$ cat config.mk
export PLATFORM = sky130hd
export DESIGN_NAME = crsf_frame_parser_top_flat
export DESIGN_NICKNAME = d
export VERILOG_FILES = /design/src/design/cfp_pkg.sv /design/src/design/cfp_if.sv /design/src/design/cfp_ctrl.sv /design/src/design/cfp_dp.sv /design/src/design/crsf_frame_parser_top.sv /design/src/flat_wrapper.sv
export VERILOG_INCLUDE_DIRS = /design/src /design/src/design
export SDC_FILE = /design/constraint.sdc
export NUM_CORES = 1
export LEC_CHECK = 0
export ABC_AREA = 1
export BUFFER_PORTS_ARGS = -buffer_cell sky130_fd_sc_hd__clkbuf_2
export CAP_MARGIN = 5
export CORE_MARGIN = 2
export CORE_UTILIZATION = 55
export CTS_BUF_LIST = sky130_fd_sc_hd__clkbuf_8
export DETAILED_ROUTE_END_ITERATION = 16
export MAX_ROUTING_LAYER = met4
export PLACE_DENSITY = 0.72
export SLEW_MARGIN = 20
export SYNTH_ARGS = -nofsm -noshare
export SYNTH_HDL_FRONTEND = slang
export SYNTH_SLANG_ARGS = --single-unit
$ cat constraint.sdc
create_clock -name clk -period 8.31 [get_ports clk]
set_clock_uncertainty 0.05 [all_clocks]
set_input_delay 0.831 -clock clk [delete_from_list [all_inputs] [get_ports clk]]
set_output_delay 0.831 -clock clk [all_outputs]
set_load 0.05 [all_outputs]
$ cat src/design/crsf_frame_parser_top_defines.svh
// ----------------------------------------------------------------------------
// crsf_frame_parser_top_defines.svh
// Assertion macros used by the frame parser datapath.
// ----------------------------------------------------------------------------
`ifndef CRSF_FRAME_PARSER_TOP_DEFINES_SVH
`define CRSF_FRAME_PARSER_TOP_DEFINES_SVH

`ifndef SYNTH
// Condition holds at every clock edge outside reset.
`define CFP_ASSERT(lbl, cond, msg) \
  lbl: assert property (@(posedge clk) disable iff (rst) (cond)) else $error(msg);
// Antecedent in one cycle implies consequent in the next.
`define CFP_ASSERT_NEXT(lbl, ante, cons, msg) \
  lbl: assert property (@(posedge clk) disable iff (rst) (ante) |=> (cons)) else $error(msg);
`else
`define CFP_ASSERT(lbl, cond, msg)
`define CFP_ASSERT_NEXT(lbl, ante, cons, msg)
`endif

`endif

$ cat src/design/cfp_pkg.sv
// ----------------------------------------------------------------------------
// cfp_pkg
// Types, constants and helper functions of the frame parser.
// ----------------------------------------------------------------------------
package cfp_pkg;

  localparam int MaxLengthField = 64;
  localparam int BufDepth       = MaxLengthField + 2;
  localparam int PtrW           = $clog2(BufDepth + 1);

  localparam logic [7:0] CrcPoly     = 8'hD5;
  localparam logic [7:0] TypeLink    = 8'h14;
  localparam logic [7:0] TypeChannel = 8'h16;
  localparam logic [7:0] TypeBattery = 8'h08;

  localparam logic [PtrW-1:0] LinkNeed = PtrW'(4);
  localparam logic [PtrW-1:0] BattNeed = PtrW'(8);
  localparam logic [PtrW-1:0] ChanNeed = PtrW'(22);

  typedef enum logic [1:0] {
    KIND_LINK      = 2'd0,
    KIND_CHAN      = 2'd1,
    KIND_CHAN_LAST = 2'd2,
    KIND_BATT      = 2'd3
  } kind_t;

  typedef enum logic [1:0] {
    DEC_NONE,
    DEC_LINK,
    DEC_CHAN,
    DEC_BATT
  } dec_t;

  typedef enum logic [2:0] {
    RD_LEN,
    RD_CRC,
    RD_CHK,
    RD_ADDR,
    RD_TYPE,
    RD_PAY
  } rd_sel_t;

  typedef enum logic [3:0] {
    S_IDLE,
    S_SCAN,
    S_LEN_CHK,
    S_CRC_RD,
    S_CRC_ACC,
    S_CHK_RD,
    S_CHK_CMP,
    S_ADDR_GET,
    S_TYPE_GET,
    S_DEC,
    S_PAY_RD,
    S_PAY_GET,
    S_PAY_NEXT,
    S_EMIT
  } state_t;

  typedef struct packed {
    logic    append;
    rd_sel_t rd_sel;
    logic    drop1;
    logic    drop_frame;
    logic    len_load;
    logic    cnt_clr;
    logic    crc_acc;
    logic    cnt_inc;
    logic    addr_load;
    logic    type_load;
    logic    pay_load;
    logic    emit;
  } cfp_cmd_t;

  typedef struct packed {
    logic fill_ge4;
    logic len_bad;
    logic len_short;
    logic crc_last;
    logic crc_ok;
    dec_t dec;
    logic pay_done;
    logic ch_avail;
    logic out_free;
  } cfp_stat_t;

  // Fold a sum below twice the depth back into the circular buffer.
  function automatic logic [PtrW-1:0] cfp_wrap(input logic [PtrW:0] s);
    logic [PtrW:0] t;
    t = (s >= (PtrW+1)'(BufDepth)) ? s - (PtrW+1)'(BufDepth) : s;
    return t[PtrW-1:0];
  endfunction

  // CRC-8 over one byte, MSB first.
  function automatic logic [7:0] cfp_crc_byte(input logic [7:0] crc, input logic [7:0] b);
    logic [7:0] c;
    c = crc ^ b;
    for (int i = 0; i < 8; i++) begin
      c = c[7] ? ((c << 1) ^ CrcPoly) : (c << 1);
    end
    return c;
  endfunction

endpackage

$ cat src/design/cfp_if.sv
// ----------------------------------------------------------------------------
// cfp_if
// Valid/ready channels: received bytes in, decoded results out.
// ----------------------------------------------------------------------------
interface cfp_byte_if;
  logic       valid;
  logic       ready;
  logic [7:0] rx_byte;

  modport source (output valid, output rx_byte, input ready);
  modport sink (input valid, input rx_byte, output ready);
endinterface

interface cfp_res_if;
  logic               valid;
  logic               ready;
  logic [1:0]         kind;
  logic [7:0]         frame_address;
  logic [3:0]         channel_index;
  logic [10:0]        channel_value;
  logic signed [7:0]  rssi_ant1;
  logic signed [7:0]  rssi_ant2;
  logic [7:0]         link_quality;
  logic signed [7:0]  snr;
  logic [15:0]        voltage_tenths;
  logic [15:0]        current_tenths;
  logic [23:0]        used_capacity;
  logic [7:0]         remaining_percent;

  modport source (output valid, output kind, output frame_address, output channel_index,
                  output channel_value, output rssi_ant1, output rssi_ant2,
                  output link_quality, output snr, output voltage_tenths,
                  output current_tenths, output used_capacity, output remaining_percent,
                  input ready);
  modport sink (input valid, input kind, input frame_address, input channel_index,
                input channel_value, input rssi_ant1, input rssi_ant2,
                input link_quality, input snr, input voltage_tenths,
                input current_tenths, input used_capacity, input remaining_percent,
                output ready);
endinterface

$ cat src/design/cfp_ctrl.sv
// ----------------------------------------------------------------------------
// cfp_ctrl
// Sequencer: append, length check, CRC walk, decode and emit.
// ----------------------------------------------------------------------------
module cfp_ctrl (
  input  logic              clk,
  input  logic              rst,
  input  logic              byte_valid,
  output logic              byte_ready,
  input  cfp_pkg::cfp_stat_t stat,
  output cfp_pkg::cfp_cmd_t  cmd
);
  import cfp_pkg::*;

  state_t state, state_next;

  always_ff @(posedge clk) begin
    if (rst) begin
      state <= S_IDLE;
    end else begin
      state <= state_next;
    end
  end

  always_comb begin
    state_next = state;
    cmd        = '0;
    cmd.rd_sel = RD_LEN;
    byte_ready = 1'b0;
    unique case (state)
      S_IDLE: begin
        byte_ready = 1'b1;
        if (byte_valid) begin
          cmd.append = 1'b1;
          state_next = S_SCAN;
        end
      end
      S_SCAN: begin
        cmd.rd_sel = RD_LEN;
        state_next = stat.fill_ge4 ? S_LEN_CHK : S_IDLE;
      end
      S_LEN_CHK: begin
        if (stat.len_bad) begin
          cmd.drop1  = 1'b1;
          state_next = S_SCAN;
        end else if (stat.len_short) begin
          state_next = S_IDLE;
        end else begin
          cmd.len_load = 1'b1;
          cmd.cnt_clr  = 1'b1;
          state_next   = S_CRC_RD;
        end
      end
      S_CRC_RD: begin
        cmd.rd_sel = RD_CRC;
        state_next = S_CRC_ACC;
      end
      S_CRC_ACC: begin
        cmd.crc_acc = 1'b1;
        cmd.cnt_inc = 1'b1;
        state_next  = stat.crc_last ? S_CHK_RD : S_CRC_RD;
      end
      S_CHK_RD: begin
        cmd.rd_sel = RD_CHK;
        state_next = S_CHK_CMP;
      end
      S_CHK_CMP: begin
        if (!stat.crc_ok) begin
          cmd.drop1  = 1'b1;
          state_next = S_SCAN;
        end else begin
          cmd.rd_sel = RD_ADDR;
          state_next = S_ADDR_GET;
        end
      end
      S_ADDR_GET: begin
        cmd.addr_load = 1'b1;
        cmd.rd_sel    = RD_TYPE;
        state_next    = S_TYPE_GET;
      end
      S_TYPE_GET: begin
        cmd.type_load = 1'b1;
        cmd.cnt_clr   = 1'b1;
        state_next    = S_DEC;
      end
      S_DEC: begin
        if (stat.dec == DEC_NONE) begin
          cmd.drop_frame = 1'b1;
          state_next     = S_SCAN;
        end else begin
          state_next = S_PAY_RD;
        end
      end
      S_PAY_RD: begin
        cmd.rd_sel = RD_PAY;
        state_next = S_PAY_GET;
      end
      S_PAY_GET: begin
        cmd.pay_load = 1'b1;
        cmd.cnt_inc  = 1'b1;
        state_next   = S_PAY_NEXT;
      end
      S_PAY_NEXT: begin
        if (stat.dec == DEC_CHAN && stat.ch_avail) begin
          state_next = S_EMIT;
        end else if (stat.pay_done) begin
          if (stat.dec == DEC_CHAN) begin
            cmd.drop_frame = 1'b1;
            state_next     = S_SCAN;
          end else begin
            state_next = S_EMIT;
          end
        end else begin
          state_next = S_PAY_RD;
        end
      end
      S_EMIT: begin
        if (stat.out_free) begin
          cmd.emit = 1'b1;
          if (stat.dec == DEC_CHAN) begin
            state_next = S_PAY_NEXT;
          end else begin
            cmd.drop_frame = 1'b1;
            state_next     = S_SCAN;
          end
        end
      end
      default: state_next = S_IDLE;
    endcase
  end

endmodule

$ cat src/design/cfp_dp.sv
// ----------------------------------------------------------------------------
// cfp_dp
// Circular byte buffer, CRC register, payload unpacker and result register.
// ----------------------------------------------------------------------------
`include "crsf_frame_parser_top_defines.svh"

module cfp_dp (
  input  logic               clk,
  input  logic               rst,
  input  logic [7:0]         rx_byte,
  input  cfp_pkg::cfp_cmd_t  cmd,
  output cfp_pkg::cfp_stat_t stat,
  cfp_res_if.source          res
);
  import cfp_pkg::*;

  logic [7:0]      mem [BufDepth];
  logic [7:0]      rd_data;
  logic [PtrW-1:0] head, head_next;
  logic [PtrW-1:0] fill, fill_next;
  logic [PtrW-1:0] len;
  logic [PtrW-1:0] cnt;
  logic [7:0]      crc;
  logic [7:0]      addr;
  logic [7:0]      ftype;
  logic [7:0]      pay [8];
  logic [17:0]     acc;
  logic [4:0]      nbits;
  logic [3:0]      ch;
  logic [PtrW-1:0] rd_off;
  logic [PtrW-1:0] rd_addr;
  logic [PtrW-1:0] wr_addr;
  logic [PtrW-1:0] need;
  logic [8:0]      flen_raw;
  logic            out_free;
  dec_t            dec;

  always_comb begin
    case (cmd.rd_sel)
      RD_LEN:  rd_off = PtrW'(1);
      RD_CRC:  rd_off = cnt + PtrW'(2);
      RD_CHK:  rd_off = len + PtrW'(1);
      RD_ADDR: rd_off = '0;
      RD_TYPE: rd_off = PtrW'(2);
      RD_PAY:  rd_off = cnt + PtrW'(3);
      default: rd_off = '0;
    endcase
  end

  assign rd_addr = cfp_wrap({1'b0, head} + {1'b0, rd_off});
  assign wr_addr = cfp_wrap({1'b0, head} + {1'b0, fill});

  always_ff @(posedge clk) begin
    if (cmd.append && fill < PtrW'(BufDepth)) begin
      mem[wr_addr] <= rx_byte;
    end
    rd_data <= mem[rd_addr];
  end

  // Head and fill: append, drop one byte, or drop a whole frame.
  always_comb begin
    head_next = head;
    fill_next = fill;
    if (cmd.append) begin
      if (fill < PtrW'(BufDepth)) begin
        fill_next = fill + PtrW'(1);
      end
    end else if (cmd.drop1) begin
      head_next = cfp_wrap({1'b0, head} + (PtrW+1)'(1));
      fill_next = fill - PtrW'(1);
    end else if (cmd.drop_frame) begin
      head_next = cfp_wrap({1'b0, head} + {1'b0, len} + (PtrW+1)'(2));
      fill_next = fill - len - PtrW'(2);
    end
  end

  always_ff @(posedge clk) begin
    if (rst) begin
      head <= '0;
      fill <= '0;
    end else begin
      head <= head_next;
      fill <= fill_next;
    end
  end

  // Frame walk registers.
  always_ff @(posedge clk) begin
    if (cmd.len_load) begin
      len <= rd_data[PtrW-1:0];
      crc <= '0;
    end
    if (cmd.crc_acc) begin
      crc <= cfp_crc_byte(crc, rd_data);
    end
    if (cmd.addr_load) begin
      addr <= rd_data;
    end
    if (cmd.type_load) begin
      ftype <= rd_data;
    end
    if (cmd.cnt_clr) begin
      cnt   <= '0;
      acc   <= '0;
      nbits <= '0;
      ch    <= '0;
    end else begin
      if (cmd.cnt_inc) begin
        cnt <= cnt + PtrW'(1);
      end
      if (cmd.pay_load) begin
        if (cnt < PtrW'(8)) begin
          pay[cnt[2:0]] <= rd_data;
        end
        acc   <= acc | (18'(rd_data) << nbits);
        nbits <= nbits + 5'd8;
      end else if (cmd.emit && (dec == DEC_CHAN)) begin
        acc   <= acc >> 11;
        nbits <= nbits - 5'd11;
        ch    <= ch + 4'd1;
      end
    end
  end

  always_comb begin
    if (ftype == TypeLink && len >= PtrW'(6)) begin
      dec = DEC_LINK;
    end else if (ftype == TypeChannel && len >= PtrW'(24)) begin
      dec = DEC_CHAN;
    end else if (ftype == TypeBattery && len >= PtrW'(10)) begin
      dec = DEC_BATT;
    end else begin
      dec = DEC_NONE;
    end
    case (dec)
      DEC_LINK: need = LinkNeed;
      DEC_CHAN: need = ChanNeed;
      DEC_BATT: need = BattNeed;
      default:  need = '0;
    endcase
  end

  assign flen_raw       = {1'b0, rd_data} + 9'd2;
  assign out_free       = !res.valid || res.ready;
  assign stat.fill_ge4  = fill >= PtrW'(4);
  assign stat.len_bad   = rd_data < 8'd2 || rd_data > 8'(MaxLengthField);
  assign stat.len_short = {2'b00, fill} < flen_raw;
  assign stat.crc_last  = cnt == len - PtrW'(2);
  assign stat.crc_ok    = rd_data == crc;
  assign stat.dec       = dec;
  assign stat.pay_done  = cnt == need;
  assign stat.ch_avail  = nbits >= 5'd11;
  assign stat.out_free  = out_free;

  // Result register: load on emit, hold until taken.
  always_ff @(posedge clk) begin
    if (rst) begin
      res.valid <= 1'b0;
    end else if (cmd.emit) begin
      res.valid <= 1'b1;
    end else if (res.ready) begin
      res.valid <= 1'b0;
    end
  end

  always_ff @(posedge clk) begin
    if (cmd.emit) begin
      res.frame_address     <= addr;
      res.channel_index     <= '0;
      res.channel_value     <= '0;
      res.rssi_ant1         <= '0;
      res.rssi_ant2         <= '0;
      res.link_quality      <= '0;
      res.snr               <= '0;
      res.voltage_tenths    <= '0;
      res.current_tenths    <= '0;
      res.used_capacity     <= '0;
      res.remaining_percent <= '0;
      case (dec)
        DEC_LINK: begin
          res.kind         <= KIND_LINK;
          res.rssi_ant1    <= $signed(pay[0]);
          res.rssi_ant2    <= $signed(pay[1]);
          res.link_quality <= pay[2];
          res.snr          <= $signed(pay[3]);
        end
        DEC_CHAN: begin
          res.kind          <= (ch == 4'd15) ? KIND_CHAN_LAST : KIND_CHAN;
          res.channel_index <= ch;
          res.channel_value <= acc[10:0];
        end
        default: begin
          res.kind              <= KIND_BATT;
          res.voltage_tenths    <= {pay[0], pay[1]};
          res.current_tenths    <= {pay[2], pay[3]};
          res.used_capacity     <= {pay[4], pay[5], pay[6]};
          res.remaining_percent <= pay[7];
        end
      endcase
    end
  end

  `CFP_ASSERT(a_fill_range, fill <= PtrW'(BufDepth), "fill count beyond buffer depth")
  `CFP_ASSERT(a_head_range, head < PtrW'(BufDepth), "head pointer outside buffer")
  `CFP_ASSERT(a_emit_free, !cmd.emit || out_free, "result emitted over an untaken one")
  `CFP_ASSERT_NEXT(a_append_grows, cmd.append, fill == $past(fill) + PtrW'(1), "append lost")

endmodule

$ cat src/design/crsf_frame_parser_top.sv
// Flow: a byte is taken only in the idle state, then the buffer is rescanned; a frame
//   check walks the CRC over its bytes, and then the payload is decoded.
// Input: no new byte is taken while a frame is checked or decoded; the one buffer read
//   port paces the CRC walk, and a bad frame drops one byte and rescans the rest.
// Reset (rst, synchronous): empties the buffer (fill and head to zero) and clears the
//   result valid; buffer contents are left as they are.
// ----------------------------------------------------------------------------
// crsf_frame_parser_top
// Deframer and decoder for a CRC-8 (0xD5) checked serial control link.
// ----------------------------------------------------------------------------
module crsf_frame_parser_top (
  input  logic      clk,
  input  logic      rst,
  cfp_byte_if.sink  rx,
  cfp_res_if.source res
);
  import cfp_pkg::*;

  cfp_cmd_t  cmd;
  cfp_stat_t stat;

  // Sequencer: owns the input handshake, one beat per idle cycle.
  cfp_ctrl u_ctrl (
    .clk        (clk),
    .rst        (rst),
    .byte_valid (rx.valid),
    .byte_ready (rx.ready),
    .stat       (stat),
    .cmd        (cmd)
  );

  // Datapath: buffer, CRC, unpacking; drives the result beat register.
  cfp_dp u_dp (
    .clk     (clk),
    .rst     (rst),
    .rx_byte (rx.rx_byte),
    .cmd     (cmd),
    .stat    (stat),
    .res     (res)
  );

endmodule
$ cat src/flat_wrapper.sv
// flat-port wrapper written by rule: the top's interface ports become plain ports
module crsf_frame_parser_top_flat import cfp_pkg::*;
  (clk, rst, rx_valid, rx_rx_byte, rx_ready, res_valid, res_kind, res_frame_address, res_channel_index, res_channel_value, res_rssi_ant1, res_rssi_ant2, res_link_quality, res_snr, res_voltage_tenths, res_current_tenths, res_used_capacity, res_remaining_percent, res_ready);
  cfp_byte_if rx_i ();
  cfp_res_if res_i ();
  input  logic clk;
  input  logic rst;
  input wire logic [$bits(rx_i.valid)-1:0] rx_valid;
  input wire logic [$bits(rx_i.rx_byte)-1:0] rx_rx_byte;
  output wire logic [$bits(rx_i.ready)-1:0] rx_ready;
  output wire logic [$bits(res_i.valid)-1:0] res_valid;
  output wire logic [$bits(res_i.kind)-1:0] res_kind;
  output wire logic [$bits(res_i.frame_address)-1:0] res_frame_address;
  output wire logic [$bits(res_i.channel_index)-1:0] res_channel_index;
  output wire logic [$bits(res_i.channel_value)-1:0] res_channel_value;
  output wire logic [$bits(res_i.rssi_ant1)-1:0] res_rssi_ant1;
  output wire logic [$bits(res_i.rssi_ant2)-1:0] res_rssi_ant2;
  output wire logic [$bits(res_i.link_quality)-1:0] res_link_quality;
  output wire logic [$bits(res_i.snr)-1:0] res_snr;
  output wire logic [$bits(res_i.voltage_tenths)-1:0] res_voltage_tenths;
  output wire logic [$bits(res_i.current_tenths)-1:0] res_current_tenths;
  output wire logic [$bits(res_i.used_capacity)-1:0] res_used_capacity;
  output wire logic [$bits(res_i.remaining_percent)-1:0] res_remaining_percent;
  input wire logic [$bits(res_i.ready)-1:0] res_ready;
  assign rx_i.valid = rx_valid;
  assign rx_i.rx_byte = rx_rx_byte;
  assign rx_ready = rx_i.ready;
  assign res_valid = res_i.valid;
  assign res_kind = res_i.kind;
  assign res_frame_address = res_i.frame_address;
  assign res_channel_index = res_i.channel_index;
  assign res_channel_value = res_i.channel_value;
  assign res_rssi_ant1 = res_i.rssi_ant1;
  assign res_rssi_ant2 = res_i.rssi_ant2;
  assign res_link_quality = res_i.link_quality;
  assign res_snr = res_i.snr;
  assign res_voltage_tenths = res_i.voltage_tenths;
  assign res_current_tenths = res_i.current_tenths;
  assign res_used_capacity = res_i.used_capacity;
  assign res_remaining_percent = res_i.remaining_percent;
  assign res_i.ready = res_ready;
  crsf_frame_parser_top u_core (.clk(clk), .rst(rst), .rx(rx_i), .res(res_i));
endmodule
==> impl_metrics.py, run 1 <==
metrics = {
    "cts": {
        "post_cts_resized": 0,
        "cts_max_level": 4,
        "cts_setup_buffers": 0,
        "cts_buffers": 130,
        "postCtsHoldBufs": 0,
        "clock_sinks": 805,
        "cts.path.max_buffers": 3,
        "insertion_delay_ps": 770,
        "cts_tree": "yes",
        "clk_pin_slew_ps": 70,
        "clockRootBuffer": "clkbuf_8",
    },
    "finish": {
        "layout_commonest_cell": "edfxtp_1",
        "area_growth_pct": 11.4,
        "nFillCells": 5045,
        "layout_common_cells": "edfxtp_1 (744), nand2_1 (444), nand3_1 (352)",
        "fin_nets": 3242,
        "drive_gt1_frac": 0.120,
        "layout.cells.non_filler": 4101,
    },
    "grt": {
        "grt_pass1_vias": 22700,
        "grt_overflow_total": 0,
        "grt_max_degree": 120,
        "track_usage": 0.264,
        "grt_pass1_wl_microns": 130000,
        "antenna_found_initial": 1,
    },
    "placed_design": {
        "placed_cells": 3875,
        "gp_congestion": 0.922,
        "io_buffers": 134,
        "hpwlAfterDp_microns": 53500,
    },
    "worst_hold_path": {
        "hold_path_class": "in -> reg",
    },
    "sta": {
        "min_period_ps": 5940,
        "tightest_slew_ps": 1080,
        "finalSetupTns_ps": 0,
        "fmaxAchievable_ghz": 0.168,
        "slew_violations": 0,
        "timing.final.crit_share": 0.714,
        "relSlewSlack": 0.279,
        "grt_setup_unrepaired": "no",
        "setup_viol": 0,
        "finalHoldViolCount": 0,
    },
    "logic_synthesis": {
        "syn_nets": 3057,
        "synthArstFlopShare": 0,
        "synth_edf_count": 744,
        "syn_area_per_cell_sq_um": 12.0,
        "ys_types": 57,
        "ys_seq_area_frac": 0.661,
        "yosys_most_used_dff": "edfxtp_1",
        "syn_inst": 2967,
        "ys_ff_latch": 805,
        "ys_warn_count": 0,
        "syn_area_sq_um": 35600,
    },
    "pwr": {
        "p_leak_nw": 16.6,
        "pwr-share-seq": 0.418,
        "clock_power_share": 0.282,
        "p_sw_frac": 0.354,
        "internal_power_mw": 7.46,
        "p_sw_mw": 4.09,
        "peakVddDrop_v": 0.000190,
        "pwr-share-comb": 0.300,
        "p_per_area_nw_per_um2": 291,
    },
    "critical_path": {
        "critPathArrivalTime_ps": 6540,
        "worstPathRequired_ps": 8910,
        "end_kind": "register",
        "path_max_fanout": 69,
        "crit_type": "reg -> reg",
        "critPathLaunchType": "register",
    },
    "detailed_routing": {
        "drc": 0,
        "vias": 23200,
        "initialDrtViolationCount": 2215,
        "wl_microns": 85100,
        "first_pass_iters": 8,
        "vias_per_cell": 5.65,
        "detail_route.wl_per_cell_microns": 20.8,
        "ant_nets": 0,
    },
    "floorplanning": {
        "rows": 93,
        "die_area_sq_um": 66900,
        "die_w_microns": 259,
        "ios": 135,
        "die_h_microns": 259,
        "core-area_sq_um": 64200,
        "start_util": 0.555,
    },
    "outcome": {
        "outcome": "completed",
    },
    "flow_run": {
        "cap_violations": 0,
    },
}
through the flow:
stage / hold slack [ps] / instance area [sq um] / power [mW] / setup WS [ps] / util
floorplan: 350 / 35600 / 7.25 / 1030 / -
CTS: 259 / 39700 / 11.6 / 2480 / 0.618
global route: 309 / 39700 / 12.1 / 2010 / 0.618
global placement: 358 / 37200 / 8.20 / 2680 / 0.580
detailed placement: 361 / 37200 / 8.30 / 2490 / 0.580
finish: 306 / 39700 / 11.6 / 2370 / 0.618
kinds of logic after synthesis:
group                      synth area share
DFF                                   0.661
buffers and inverters                0.0422
and+or+nand+nor                       0.140
xor gates and xnor gates             0.0213
AOI/OAI and AO/OA                    0.0341
adders and majority gates            0.0282
muxes                                0.0727
final timing paths:
check / startpoint / end / slack [ps] / cells after the start
worst max register to register: u_core.u_dp.rd_data[6] / u_core.u_dp.rd_data[5] / 2370 / 26
worst min register to register: u_core.u_dp.addr[2] / u_core.u_dp.res.frame_address[2] / 380 / 0
worst max-delay path: u_core.u_dp.rd_data[6] / u_core.u_dp.rd_data[5] / 2370 / 26
worst min-delay path: rst / u_core.u_ctrl.state[3] / 310 / 2
synthesized netlist by cell type (all sizes together), types with 11 or more instances:
| master | number | area, sq um |
|---|---|---|
| a21oi | 57 | 300 |
| o21ai | 67 | 350 |
| nand4 | 14 | 87.6 |
| nor3 | 30 | 150 |
| buf | 42 | 231 |
| nand3 | 355 | 1790 |
| dfxtp | 61 | 1220 |
| inv | 262 | 983 |
| mux2i | 250 | 2500 |
| ha | 74 | 926 |
| clkbuf | 75 | 282 |
| edfxtp | 744 | 22300 |
| xor2 | 56 | 543 |
| nand2 | 452 | 1720 |
| nor2 | 302 | 1140 |
| xnor2 | 22 | 215 |
| o211ai | 16 | 120 |
| a211oi | 11 | 82.6 |
critical path: stages, from the launching register on:
cell      delay (ps)
dfxtp_1          330
buf_4            280
xnor2_1          160
ha_1             210
nand3b_1          80
nor3_1            90
nand2_1          120
nand4_1           80
o21ai_0          450
ha_4             210
inv_1             50
fa_1             400
xnor2_1          360
inv_1            200
nand3_1          180
nand2_2          110
nand2_4          170
nand2_4          290
nand2_4          730
buf_12           320
nand2_1           80
nand3_1           70
nand3_1          120
nand3_1          200
nand3_1          160
nand3_1          130
nand2_1           80
per-layer routing:
metal	wire length [microns]	track usage	up-vias
li1	-	-	10800
met1	35500	0.348	11100
met2	41100	0.421	1038
met3	6560	0.0445	150
met4	2020	0.0867	0
met5	0	-	-
final cells by class:
| type | instances | area [sq um] | share of cell area |
|---|---|---|---|
| sequential | 805 | 23600 | 0.593 |
| multi-input combinational | 1781 | 10600 | 0.268 |
| clock buffer | 134 | 1840 | 0.0465 |
| tap | 855 | 1070 | 0.0269 |
| timing repair buffer | 170 | 991 | 0.0250 |
| inverter | 264 | 991 | 0.0250 |
| clock inverter | 90 | 601 | 0.0151 |
| antenna | 2 | 5.00 | 0.000126 |
registers in the layout (all words and copies together), names as in the netlist, 5 cells and up:
signal / flops
u_core.u_dp.pay: 64
u_core.u_dp.ftype: 8
u_core.u_dp.len: 7
u_core.u_dp.mem: 528
u_core.u_dp.res.rssi_ant2: 8
u_core.u_dp.addr: 8
res_used_capacity: 24
u_core.u_dp.res.current_tenths: 16
u_core.u_dp.crc: 8
u_core.u_dp.res.snr: 8
u_core.u_dp.res.rssi_ant1: 8
u_core.u_dp.res.channel_value: 11
u_core.u_dp.res.voltage_tenths: 16
u_core.u_dp.fill: 7
u_core.u_dp.nbits: 5
res_remaining_percent: 8
u_core.u_dp.res.link_quality: 8
u_core.u_dp.head: 7
u_core.u_dp.res.frame_address: 8
u_core.u_dp.rd_data: 8
u_core.u_dp.acc: 18
u_core.u_dp.cnt: 7
power by group through the flow:
stage	sequential, mW	clock [mW]	combinational (mW)
finish	4.83	3.26	3.46
global route	4.84	3.48	3.77
CTS	4.82	3.32	3.41
detailed placement	4.91	0	3.39
global placement	4.90	0	3.30
floorplan	4.88	0	2.37
Power figures use the tool's default switching activity.
==> inputs of run 2 (changes only) <==
Settings changed: ABC_AREA 1 to 0, PLACE_DENSITY 0.72 to 0.75.
Clock period 8.31 ns to 5.4 ns, I/O delays scaled along.
==> run 2 against run 1 <==
  * Synthesized cell count decreased by 1.1%
  * First-iteration DRC count grew 38%
  * Global-route usage grew 3.7 points
  * Register-to-register slack got worse by 2200 ps
  * Sequential cell count unchanged
  * Via count up 17%
  * Worst hold slack got worse by 220 ps
  * Setup slack lost 2200 ps
  * Count of clock-buffer cells in the layout is 5 higher
  * Largest cell class unchanged
  * Highest routed layer unchanged
==> impl_metrics.py, run 2 <==
metrics = {
    "sta": {
        "tightest_slew_ps": 1070,
        "finalHoldViolCount": 0,
        "fmaxAchievable_ghz": 0.192,
        "min_period_ps": 5200,
        "timing.final.crit_share": 0.963,
        "setup_viol": 0,
        "slew_violations": 0,
        "relSlewSlack": 0.286,
    },
    "finish": {
        "utilization": 0.629,
        "layout_common_cells": "edfxtp_1 (744), nor2_1 (216), nand2_1 (189), a21oi_1 (189), buf_4 (157)",
        "largest_register_ffs": 528,
        "area_growth_pct": 13.3,
        "regMostFlops": "u_core.u_dp.mem",
        "fin_nets": 3259,
        "drive_gt1_frac": 0.177,
        "nFillCells": 5017,
        "layout_commonest_cell": "edfxtp_1",
        "final_cell_area_sq_um": 42300,
    },
    "critical_path": {
        "critical_path.max_stage_delay_ps": 490,
        "critPathArrivalTime_ps": 5810,
        "path_max_fanout": 10,
        "r2r_cells": 17,
        "critPathLaunchType": "register",
        "worstPathRequired_ps": 6010,
        "r2r_start": "u_core.u_ctrl.state[2]",
        "path_buf_inv": 2,
        "crit_path_top_delay_cell": "dfxtp_1",
        "crit_top_cell": "nor2_1",
        "crit_family": "compound AO/OA/AOI/OAI gates",
        "r2r_end": "u_core.u_dp.rd_data[3]",
        "end_kind": "register",
        "crit_type": "reg -> reg",
        "r2r_slack_ps": 200,
        "timing.critical_path.cells": "inv_1 > nor2_2 > nand2_1 > o221ai_1 > ha_1 > nor2b_1 > o2111a_1 > a211o_2 > and2_1 > a221oi_2 > nor2_1 > buf_4 > nor2_1 > nand2_2 > o22ai_2 > nor3_1 > a211o_1",
    },
    "detailed_routing": {
        "vias": 27000,
        "drc": 0,
        "ant_nets": 0,
        "detail_route.wl_per_cell_microns": 24.9,
        "wl_microns": 103000,
        "initialDrtViolationCount": 3049,
        "wirelength_met1_microns": 38700,
        "wl_met2_microns": 49800,
        "first_pass_iters": 5,
        "vias_per_cell": 6.51,
        "top_layer": "met4",
        "wl_met3_microns": 8650,
    },
    "logic_synthesis": {
        "ys_ff_latch": 805,
        "yosysMostFrequentCell": "edfxtp_1",
        "syn_area_sq_um": 37300,
        "synth_common_cells": "edfxtp_1 (744), nor2_1 (221), nand2_1 (193)",
        "syn_nets": 3025,
        "syn_inst": 2935,
        "ys_types": 83,
        "ys_seq_area_frac": 0.632,
        "synth.area.top_cells": "edfxtp_1 (60%), dfxtp_1 (3.3%), a21oi_1 (2.6%)",
        "yosys_most_used_dff": "edfxtp_1",
        "synthArstFlopShare": 0,
        "synth_top_area_frac": 0.599,
        "synth_edf_count": 744,
        "syn_area_per_cell_sq_um": 12.7,
        "synth_top_area_cell": "edfxtp_1",
        "ys_warn_count": 0,
    },
    "grt": {
        "grt_overflow_total": 0,
        "grt_pass1_vias": 26600,
        "antenna_found_initial": 1,
        "track_usage": 0.301,
        "grt_pass1_wl_microns": 156000,
        "grt_max_degree": 130,
    },
    "placed_design": {
        "io_buffers": 134,
        "gp_congestion": 1.02,
        "post_dp_cell_area_sq_um": 39700,
        "hpwlAfterDp_microns": 66700,
    },
    "floorplanning": {
        "die_w_microns": 264,
        "die_area_sq_um": 69900,
        "die_h_microns": 264,
        "ios": 135,
        "core-area_sq_um": 67200,
        "start_util": 0.555,
        "rows": 95,
    },
    "cts": {
        "cts_max_level": 4,
        "post_cts_resized": 8,
        "postCtsHoldBufs": 0,
        "clk_pin_slew_ps": 60,
        "cts_tree": "yes",
        "clock_sinks": 805,
        "cts_buffers": 133,
        "insertion_delay_ps": 790,
        "cts.path.max_buffers": 3,
        "clockRootBuffer": "clkbuf_8",
        "cts_setup_buffers": 0,
    },
    "pwr": {
        "p_per_area_nw_per_um2": 346,
        "p_leak_nw": 15.1,
        "peakVddDrop_v": 0.000252,
    },
    "worst_hold_path": {
        "hold-path-cell-count": 4,
        "min-delay-start": "res_ready",
        "hold_path_class": "in -> reg",
        "hold_path_end": "u_core.u_dp.res.valid",
    },
    "outcome": {
        "outcome": "completed",
    },
    "flow_run": {
        "cap_violations": 0,
    },
}
## run 2: worst reg2reg max path, delay by kind of cell (launching register included)
| family | cells | cell delay (ps) |
|---|---|---|
| compound gates | 6 | 2050 |
| simple gates | 8 | 1720 |
| flops | 1 | 490 |
| buf+inv | 2 | 410 |
| fa+ha+maj | 1 | 370 |
## run 2: cell type report
cell class                      instances  area (sq um)  share of cell area
Clock buffer                          139          1910              0.0453
Tap cell                              873          1090              0.0259
Multi-Input combinational cell       1862         12900               0.304
Clock inverter                         99           498              0.0118
Sequential cell                       805         23600               0.558
Antenna cell                            1          2.50           0.0000592
Timing Repair Buffer                  303          2080              0.0493
Inverter                               64           240             0.00569
## run 2: stage by stage
stage               TNS [ps]  hold slack, ps  std cells  worst slack (ps)  power (mW)
finish                     0            87.2       4146               202        14.6
global route           -4.84            84.9       4146             -4.84        15.1
CTS                        0            18.3       4145              9.11        14.6
detailed placement      -257             358       3907             -74.7        9.75
global placement       -44.0             357       3907             -30.2        9.68
floorplan                  0             350       2935               621        8.80
## run 2: worst max path at each step
stage / startpoint / end / slack (ps) / cells after the start
2_1_floorplan: u_core.u_dp.rd_data[6] / u_core.u_dp.rd_data[1] / 620 / 22
3_3_place_gp: u_core.u_dp.crc[6] / u_core.u_dp.rd_data[1] / -30 / 20
3_5_place_dp: u_core.u_dp.crc[6] / u_core.u_dp.rd_data[1] / -70 / 20
4_1_cts: u_core.u_ctrl.state[3] / u_core.u_dp.rd_data[3] / 9 / 19
5_1_grt: u_core.u_ctrl.state[2] / u_core.u_dp.rd_data[5] / -5 / 20
6_report: u_core.u_ctrl.state[2] / u_core.u_dp.rd_data[3] / 200 / 17
## run 2: power by group
part	switching [mW]	internal, mW	leakage, nW
logic	1.72	0.940	6.44
registers	0.0783	6.96	7.26
clock network	2.45	2.45	1.41
## run 2: logic make-up (layout without fill, tap and decap cells)
kind of cell / count (synthesis) / count (layout) / synth area share
other: 0 / 1 / 0
DFF: 805 / 805 / 0.632
xor gates and xnor gates: 92 / 92 / 0.0227
muxes: 74 / 74 / 0.0329
buffers and inverters: 268 / 605 / 0.0288
adders and majority gates: 78 / 78 / 0.0270
AOI/OAI and AO/OA: 785 / 785 / 0.149
and+or+nand+nor: 833 / 833 / 0.108
## run 2: metal layers
layer | vias up | GRT usage
met5 | - | -
met4 | 0 | 0.181
met3 | 356 | 0.0562
met2 | 1555 | 0.477
met1 | 13200 | 0.363
li1 | 11900 | -
